### config.mk
export PLATFORM = sky130hd
export DESIGN_NAME = deq_ctrl
export DESIGN_NICKNAME = d
export VERILOG_FILES = /design/src/deq_pkg.sv /design/src/deq_ctrl.sv
export SDC_FILE = /design/constraint.sdc
export NUM_CORES = 1
export LEC_CHECK = 0
export BUFFER_PORTS_ARGS = -buffer_cell sky130_fd_sc_hd__buf_2
export CAP_MARGIN = 20
export CORE_ASPECT_RATIO = 1.1
export CORE_MARGIN = 2
export CORE_UTILIZATION = 35
export CTS_CLUSTER_DIAMETER = 100
export DETAILED_ROUTE_END_ITERATION = 12
export PLACE_DENSITY = 0.57
export REMOVE_ABC_BUFFERS = 1
export SETUP_SLACK_MARGIN = 0.02
export SYNTH_ARGS = -nofsm -noshare
export SYNTH_HDL_FRONTEND = slang
export SYNTH_SLANG_ARGS = --single-unit
### constraint.sdc
create_clock -name clock -period 4.1 [get_ports clock]
set_input_delay 0.82 -clock clock [delete_from_list [all_inputs] [get_ports clock]]
set_output_delay 0.82 -clock clock [all_outputs]
set_load 0.05 [all_outputs]
### src/deq_pkg.sv
package deq_pkg;

   localparam int DEPTH      = 1024;
   localparam int DATA_WIDTH = 32;
   localparam int IDX_W      = $clog2(DEPTH);
   localparam int CNT_W      = $clog2(DEPTH + 1);
   localparam int SUM_W      = CNT_W + 1;
   localparam int CMD_W      = 3;
   localparam int VAL_W      = 32;
   localparam int OCC_W      = 11;

   localparam logic [CMD_W-1:0] CMD_PUSH_FRONT = 3'd0;
   localparam logic [CMD_W-1:0] CMD_PUSH_BACK  = 3'd1;
   localparam logic [CMD_W-1:0] CMD_POP_FRONT  = 3'd2;
   localparam logic [CMD_W-1:0] CMD_POP_BACK   = 3'd3;
   localparam logic [CMD_W-1:0] CMD_PEEK       = 3'd4;

   typedef logic [DATA_WIDTH-1:0] word_type;
   typedef logic [IDX_W-1:0]      idx_type;
   typedef logic [CNT_W-1:0]      cnt_type;

   typedef struct packed {
      logic     wr_en;
      idx_type  wr_addr;
      word_type wr_data;
      logic     rd_en;
      idx_type  rd_addr;
   } ram_req_type;

   typedef struct packed {
      logic signed [VAL_W-1:0] front_value;
      logic signed [VAL_W-1:0] back_value;
      logic                    is_empty;
      logic                    push_dropped;
      logic [OCC_W-1:0]        occupancy;
   } rsp_type;

   // base + off modulo DEPTH, with base < DEPTH and off <= DEPTH
   function automatic idx_type idx_add(idx_type base, cnt_type off);
      logic [SUM_W-1:0] sum;
      sum = SUM_W'(base) + SUM_W'(off);
      if (sum >= SUM_W'(DEPTH)) begin
         sum = sum - SUM_W'(DEPTH);
      end
      return IDX_W'(sum);
   endfunction

   function automatic idx_type idx_dec(idx_type base);
      idx_type r;
      if (base == '0) begin
         r = IDX_W'(DEPTH - 1);
      end else begin
         r = base - IDX_W'(1);
      end
      return r;
   endfunction

   function automatic idx_type idx_inc(idx_type base);
      idx_type r;
      if (base == IDX_W'(DEPTH - 1)) begin
         r = '0;
      end else begin
         r = base + IDX_W'(1);
      end
      return r;
   endfunction

   // sign-extend a stored word to the 32-bit result field
   function automatic logic signed [VAL_W-1:0] widen(word_type w);
      logic signed [63:0] t;
      t = 64'($signed(w));
      return t[VAL_W-1:0];
   endfunction

   function automatic word_type narrow(logic signed [VAL_W-1:0] v);
      logic [63:0] t;
      t = 64'($unsigned(v));
      return t[DATA_WIDTH-1:0];
   endfunction

endpackage

### src/deq_ctrl.sv
module deq_ctrl import deq_pkg::*; (
   input  logic                    clock,
   input  logic                    reset,
   input  logic                    req_valid,
   output logic                    req_ready,
   input  logic [CMD_W-1:0]        req_command,
   input  logic signed [VAL_W-1:0] req_value,
   output ram_req_type             ram_req,
   input  word_type                rd_data,
   output logic                    res_valid,
   output rsp_type                 res,
   input  logic                    res_ready
);

   localparam logic S_IDLE = 1'b0;
   localparam logic S_LOAD = 1'b1;

   logic     state_ff, state_in;
   idx_type  head_ff, head_in;
   cnt_type  count_ff, count_in;
   word_type front_ff, front_in;
   word_type back_ff, back_in;
   logic     rd_front_ff, rd_front_in;
   logic     rd_back_ff, rd_back_in;
   logic     dropped_ff, dropped_in;

   logic     accept, done, full, empty;
   word_type word, front_new, back_new;

   assign req_ready = (state_ff == S_IDLE);
   assign accept    = req_valid && req_ready;
   assign done      = (state_ff == S_LOAD) && res_ready;
   assign word      = narrow(req_value);
   assign full      = (count_ff == CNT_W'(DEPTH));
   assign empty     = (count_ff == '0);
   // a read issued at accept overrides the cached end
   assign front_new = rd_front_ff ? rd_data : front_ff;
   assign back_new  = rd_back_ff ? rd_data : back_ff;

   always_comb begin
      state_in    = state_ff;
      head_in     = head_ff;
      count_in    = count_ff;
      front_in    = front_ff;
      back_in     = back_ff;
      rd_front_in = rd_front_ff;
      rd_back_in  = rd_back_ff;
      dropped_in  = dropped_ff;
      ram_req         = '0;
      ram_req.wr_data = word;
      if (accept) begin
         state_in    = S_LOAD;
         rd_front_in = 1'b0;
         rd_back_in  = 1'b0;
         dropped_in  = 1'b0;
         case (req_command)
            CMD_PUSH_FRONT: begin
               if (full) begin
                  dropped_in = 1'b1;
               end else begin
                  head_in         = idx_dec(head_ff);
                  ram_req.wr_en   = 1'b1;
                  ram_req.wr_addr = head_in;
                  front_in        = word;
                  if (empty) begin
                     back_in = word;
                  end
                  count_in = count_ff + CNT_W'(1);
               end
            end
            CMD_PUSH_BACK: begin
               if (full) begin
                  dropped_in = 1'b1;
               end else begin
                  ram_req.wr_en   = 1'b1;
                  ram_req.wr_addr = idx_add(head_ff, count_ff);
                  back_in         = word;
                  if (empty) begin
                     front_in = word;
                  end
                  count_in = count_ff + CNT_W'(1);
               end
            end
            CMD_POP_FRONT: begin
               if (!empty) begin
                  head_in  = idx_inc(head_ff);
                  count_in = count_ff - CNT_W'(1);
                  if (count_ff > CNT_W'(2)) begin
                     ram_req.rd_en   = 1'b1;
                     ram_req.rd_addr = head_in;
                     rd_front_in     = 1'b1;
                  end else begin
                     front_in = back_ff;
                  end
               end
            end
            CMD_POP_BACK: begin
               if (!empty) begin
                  count_in = count_ff - CNT_W'(1);
                  if (count_ff > CNT_W'(2)) begin
                     ram_req.rd_en   = 1'b1;
                     ram_req.rd_addr = idx_add(head_ff, count_ff - CNT_W'(2));
                     rd_back_in      = 1'b1;
                  end else begin
                     back_in = front_ff;
                  end
               end
            end
            default: begin
            end
         endcase
      end else if (done) begin
         state_in    = S_IDLE;
         front_in    = front_new;
         back_in     = back_new;
         rd_front_in = 1'b0;
         rd_back_in  = 1'b0;
      end
   end

   always_comb begin
      res_valid        = (state_ff == S_LOAD);
      res.is_empty     = empty;
      res.push_dropped = dropped_ff;
      res.occupancy    = OCC_W'(count_ff);
      res.front_value  = empty ? '0 : widen(front_new);
      res.back_value   = empty ? '0 : widen(back_new);
   end

   always_ff @(posedge clock) begin
      if (reset) begin
         state_ff    <= S_IDLE;
         head_ff     <= '0;
         count_ff    <= '0;
         rd_front_ff <= 1'b0;
         rd_back_ff  <= 1'b0;
         dropped_ff  <= 1'b0;
      end else begin
         state_ff    <= state_in;
         head_ff     <= head_in;
         count_ff    <= count_in;
         rd_front_ff <= rd_front_in;
         rd_back_ff  <= rd_back_in;
         dropped_ff  <= dropped_in;
      end
      front_ff <= front_in;
      back_ff  <= back_in;
   end

endmodule

== Yosys cells after proc, flatten, opt, wreduce, memory -nomap -nowiden ==
Cells that the tools add are included.
Word-level totals
  register bits: 89
  output and inout bits: 133
  word-level logic and storage cells: 101
Operators by class
  add/sub/neg operators: 9
  order comparisons: 3
  eq/ne operators: 19
  muxes and demuxes: 47
  bitwise logic cells: 1
  reductions and logical operators: 14
Operators by type and width (number)
  $mux 32: 15
  $pmux 32 s3: 2
  $mux 11: 10
  $pmux 11 s2: 3
  $mux 10: 6
  $sub 10x1->10 const B: 3
  $add 10x11->12: 2
  $ge 12x11->1 const B: 2
  $ne 3x3->1 const B: 8
  $pmux 10 s2: 1
  $reduce_and 7->1: 2
  $add 11x1->11 const B: 1
  $eq 11x11->1 const B: 1
  $gt 11x2->1 const B: 1
  $logic_not 11->1: 1
  $sub 11x1->11 const B: 1
  $sub 11x2->11 const B: 1
  $add 10x1->10 const B: 1
  $eq 10x10->1 const B: 1
  $logic_not 10->1: 1
  $mux 1: 10
  $ne 2x2->1 const B: 4
  $ne 4x1->1 const B: 2
  $reduce_and 4->1: 2
  7 further kinds: 12

== Longest topological paths before layout ==
Gate-level depths: netlist (run 1).
  word-level depth: 8
  mapped depth: 11

== Least setup slack after synthesis (run 1) ==
Ideal clock, no wire load.
  path type: reg-to-output
  start: register count_ff[1]
  end: output ram_req[4] (netlist bit)
  arrival time: 3386 ps
  required time: 3280 ps
  path slack: -106 ps
  stages on the path, launching flop included: 10
  path buffers: 0
  cells stage by stage: dfxtp_1 inv_1 ha_1 inv_1 ha_1 nor2b_1 o21ai_0 nand2b_1 xnor2_1 a211oi_1
RTL lines
  from (decl): line deq_ctrl.sv:20  | cnt_type count_ff, count_in;
  from (signal assigned): line deq_ctrl.sv:141  | count_ff <= count_in;
  to (decl): line deq_ctrl.sv:8  | output ram_req_type ram_req,

==> results of run 1 <==
## cell type report
type	instances	area, um2
multi-input combinational	633	4753
inverter	13	51.30
sequential	89	2425
clock inverter	7	67.56
antenna	1	2.502
clock buffer	9	225.2
fill	2184	12410
tap	290	362.8
timing repair buffer	217	1146
## cells in the final DEF (no fill, tap or decap), drive strengths merged, types with 22 or more instances in the layout
cell	count
buf	217
mux2i	195
nor2	119
edfxtp	64
nand2	46
a21oi	33
ha	29
dfxtp	25
xor2	23
xnor2	22
## power groups by stage
stage	logic (uW)	registers (uW)	clock network, uW
floorplan	1310	1190	0
global placement	1860	1180	0
detailed placement	1860	1180	0
CTS	1870	1160	867
global route	1990	1170	899
finish	1860	1160	843
## flip-flops by register name (all words and copies together) (netlist names)
name	count
front_ff	32
rd_back_ff	1
dropped_ff	1
back_ff	32
head_ff	10
res_valid	1
count_ff	11
rd_front_ff	1
## per-layer routing
layer  up-vias  GRT usage  share of wire
met5         -          0        0.00047
met4         2    0.05437          0.016
met3        25    0.04257          0.062
met2       225     0.3453           0.48
met1      3130     0.2529           0.45
li1       3232          -              -
## worst min-delay path, cell delays in order (launching register included)
cell and delay [ns]:
dfxtp_1 0.34, a21oi_1 0.06, nor2_1 0.08
## worst paths after layout
path	from	to	slack, ns
worst max-delay path	count_ff[2]	ram_req[7]	0.30
worst min-delay path	dropped_ff	dropped_ff	0.52
worst max register to register	count_ff[7]	back_ff[30]	0.94
worst min register to register	dropped_ff	dropped_ff	0.52
## logic make-up (layout without fill, tap and decap cells)
group | Yosys count | in the layout | share of synthesized area
AOI/OAI and AO/OA | 113 | 113 | 0.09786
xor gates and xnor gates | 45 | 45 | 0.05112
adders and majority gates | 32 | 32 | 0.05485
buffers and inverters | 93 | 246 | 0.07287
DFF | 89 | 89 | 0.3142
muxes | 196 | 196 | 0.2546
other | 0 | 1 | 0
and+or+nand+nor | 247 | 247 | 0.1545
## through the flow
step / instance area (um2) / worst slack (ns)
4_1_cts: 9031 / 0.2961
3_3_place_gp: 8738 / 0.7245
3_5_place_dp: 8738 / 0.6960
2_1_floorplan: 7199 / -4.473
5_1_grt: 9034 / 0.09898
6_report: 9034 / 0.3009
==> out/metrics.csv, run 1 <==
metric;value;unit
crit_type;flop to output port;
power_frac_comb;0.481;
synth_area_per_cell;9.460;um2
synth_commonest_cells;mux2i_1 (195), nor2_1 (118), edfxtp_1 (64), buf_4 (44), nand2_1 (44);
wirelength;23460;um
tns;0;ns
synth_ff_type;edfxtp_1;
track_usage;0.1999;
whs_path_depth;2;
clk_path_buf_depth;2;
clk_pin_slew;0.07;ns
grt_first_pass_wirelength;37050;um
p_leak;0.003985;uW
layout.nets;1066;
antenna_found_initial;2;
wl_per_cell;18.63;um
synth_area;7710;um2
drv_slew;0;
yosysTopAreaCellShare;0.2532;
clock_power_share;0.218;
relSlewSlack;0.4809;
arrival;2.98;ns
vias;6614;
final_util;0.4213;
critical_path.max_fanout;7;
tritoncts;done;
critPathLaunchType;flop;
yosys.area.top_type;mux2i_1;
netlist_instances;815;
drv_cap;0;
insertion_delay;0.36;ns
gr-total-overflow;0;
grt_max_degree;45;
timing.hold.ws;0.5250;ns
synth_edf_count;64;
portBuffers;203;
grt_pass1_vias;6635;
required;3.28;ns
p_int;2013;uW
crit_chain;inv_1, ha_1, xor2_1, ha_1, o21ai_0, nor2_1, o21a_1, o41ai_1, xor2_1, o22ai_1, buf_2;
routed_via_density;5.253;
ys_seq_area_frac;0.3142;
rows;56;
cts_sinks;89;
max_freq;263.2;MHz
cts_hold_buf;0;
p_total;3864;uW
fin_skew;0.01731;ns
stdcell_count;1259;
gp_congestion;0.8701;
synth.area.top_cells;mux2i_1 (25%), edfxtp_1 (25%), dfxtp_1 (6.5%), nor2_1 (5.7%), ha_1 (4.7%);
period_share;0.9266;
ys_seq_elements;89;
hold_viol_final;0;
first_pass_iters;5;
ys_async_sr_fraction;0;
die-width;145.5;um
drt-initial-drc-count;293;
p_switching;1851;uW
cts_buffers;9;
die_y;159.7;um
dieArea;23230;um2
htreeDepth;3;
num_io_pins;204;
hold_path_class;flop to flop;
tightestPinTransition;0.7786;ns
ir_drop;292.1;uV
coreArea;21440;um2
crit_cells;11;
layout-drive-gt1-share;0.2727;
drc;0;
power_frac_seq;0.301;
crit_family;compound AO/OA/AOI/OAI gates;
placed_cells;1242;
yosysUniqueCellTypes;68;
status;completed;
rr_worst_depth;7;
postCtsSetupBuffers;0;
finalCriticalPeriod;3.799;ns
synth_most_common_cell;mux2i_1;
root_buffer;clkbuf_16;
powerDensity;427.7;nW/um2
cts_resized;0;
crit_slowest_cell;dfxtp_1;
rsz0062_at_grt;false;
area_growth;17.17;%
critical_path_buf_inv_count;2;
p_sw_frac;0.4790;
end_kind;output port;
drt.antenna.violating_nets;0;
yosys_warnings;0;
dpl.hpwl;17230;um
initial_core_util;0.3596;
setup_violations;0;
max_stage_delay;0.46;ns
Power figures use the tool's default switching activity.
==> run 2, diff against run 1 <==
CORE_UTILIZATION = 40   (was 35)
PLACE_DENSITY = 0.63   (was 0.57)
==> out/metrics.csv, run 2 (synthesis results as in run 1) <==
metric;value;unit;change
diodes;0;;was 1
routed_via_density;5.522;;was 5.253
crit_family;adder cells;;was compound AO/OA/AOI/OAI gates
htreeDepth;3;;unchanged
regToRegStartpoint;count_ff[3];;was count_ff[7]
critPathLaunchType;flop;;unchanged
critical_path.max_fanout;7;;unchanged
dpl.hpwl;16470;um;was 17,230 um
final_util;0.4745;;was 0.4213
die-width;136.4;um;was 145.5 um
rsz0062_at_grt;false;;unchanged
regArea;2425;um2;unchanged
crit_type;flop to output port;;unchanged
track_usage;0.2224;;was 0.1999
hold_path_class;flop to flop;;unchanged
arrival;2.90;ns;was 2.98 ns
tritoncts;done;;unchanged
end_kind;output port;;unchanged
gr-total-overflow;0;;unchanged
gp_congestion;0.9195;;was 0.8701
clk_path_buf_depth;2;;unchanged
initial_core_util;0.4051;;was 0.3596
required;3.28;ns;about the same
dieArea;20400;um2;was 23,230 um2
grt_first_pass_wirelength;35120;um;was 37,050 um
cts_resized;0;;unchanged
final_cell_mix;buf_2 (203), mux2i_1 (195), nor2_1 (118);;unchanged
cts_buffers;9;;unchanged
coreArea;19030;um2;was 21,440 um2
portBuffers;203;;unchanged
setup_violations;0;;unchanged
max_freq;268.5;MHz;was 263.2 MHz
drt.antenna.violating_nets;0;;unchanged
critical_path_buf_inv_count;2;;unchanged
relSlewSlack;0.4741;;was 0.4809
timing.hold.ws;0.5330;ns;was 0.5250 ns
hold_viol_final;0;;unchanged
reg_top3;back_ff (32), front_ff (32), count_ff (11);;unchanged
cts_sinks;89;;unchanged
root_buffer;clkbuf_16;;unchanged
max_stage_delay;0.46;ns;about the same
wirelength;22670;um;was 23,460 um
vias;6720;;was 6,614
multiInputGateArea;4753;um2;unchanged
tns;0;ns;unchanged
period_share;0.9083;;was 0.9266
layout.nets;1068;;was 1,066
grt_pass1_vias;6394;;was 6,635
postCtsSetupBuffers;0;;unchanged
p_leak;0.004014;uW;was 0.003985 uW
insertion_delay;0.35;ns;was 0.36 ns
die_y;149.6;um;was 159.7 um
fin_skew;0.009285;ns;was 0.01731 ns
layout-drive-gt1-share;0.2742;;was 0.2727
crit_chain;inv_1, ha_1, nand2_1, nor3_1, xor2_1, ha_1, and3_1, o211ai_1, a31oi_1, xnor2_1, o22ai_1, buf_2;;was inv_1, ha_1, xor2_1, ha_1, o21ai_0, nor2_1, o21a_1, o41ai_1, xor2_1, o22ai_1, buf_2
worstSetupStartpoint;count_ff[2];;unchanged
layout_commonest_cell;buf_2;;unchanged
wl_per_cell;18.62;um;was 18.63 um
fillers;1855;;was 2,184
drt-initial-drc-count;341;;was 293
num_io_pins;204;;unchanged
powerDensity;438.5;nW/um2;was 427.7 nW/um2
critPathMostFrequentCell;ha_1;;
tightestPinTransition;0.7888;ns;was 0.7786 ns
grt_max_degree;42;;was 45
status;completed;;unchanged
cts_hold_buf;0;;unchanged
rows;53;;was 56
area_growth;17.14;%;was 17.17%
clk_pin_slew;0.07;ns;about the same
hold_start;dropped_ff;;unchanged
finalCriticalPeriod;3.724;ns;was 3.799 ns
crit_slowest_cell;dfxtp_1;;unchanged
antenna_found_initial;1;;was 2
first_pass_iters;4;;was 5
ir_drop;260.6;uV;was 292.1 uV
drv_slew;0;;unchanged
drv_cap;0;;unchanged
drc;0;;unchanged
==> run 2: changes by cell type in the layout (fill, tap and decap cells not counted), sizes merged <==
cell      previous run  this run
inv                 17        16
diode                1         0
bufinv               0         2
buf                217       219
clkinvlp             1         0
==> run 2: power breakdown <==
group | total, uW | switching, uW | internal, uW
combinational | 1850 | 1340 | 507
clock | 948 | 401 | 547
sequential | 1160 | 82.0 | 1080
total | 3960 | 1820 | 2140
==> run 2: final cells by class <==
cell class	count	area share
Sequential cell	89	0.2685
Tap cell	247	0.03422
Multi-Input combinational cell	633	0.5263
Timing Repair Buffer	219	0.1286
Inverter	13	0.005680
Clock inverter	7	0.01178
Clock buffer	9	0.02494
==> run 2: worst paths after layout <==
kind,endpoint,slack [ns],cells after the start
hold reg to reg,dropped_ff,0.53,2
hold / removal,dropped_ff,0.53,2
setup reg to reg,back_ff[10],1.26,6
setup / recovery,ram_req[9],0.38,12
==> run 2: tightest hold or removal path, delay by kind of cell, from the launching register on <==
family           cells  cell delay (ns)
AND/OR/NAND/NOR      1             0.05
AO/OA/AOI/OAI        1             0.12
flip-flops           1             0.32
==> run 2: through the flow <==
| stage | area [um2] | std cells | setup WS [ns] | total power [uW] |
|---|---|---|---|---|
| floorplan | 7199 | 735 | -4.473 | 2492 |
| global placement | 8700 | 1201 | 0.7980 | 3028 |
| detailed placement | 8700 | 1201 | 0.7375 | 3031 |
| CTS | 9031 | 1217 | 0.3721 | 3991 |
| global route | 9031 | 1217 | 0.1414 | 4156 |
| finish | 9031 | 1217 | 0.3761 | 3960 |
==> run 2: metal layers <==
metal / part of all wire / global-route usage / vias to the layer above
met5: 0 / 0 / -
li1: - / - / 3239
met1: 0.44 / 0.2899 / 3212
met3: 0.066 / 0.04810 / 28
met2: 0.47 / 0.3696 / 241
met4: 0.019 / 0.06458 / 0
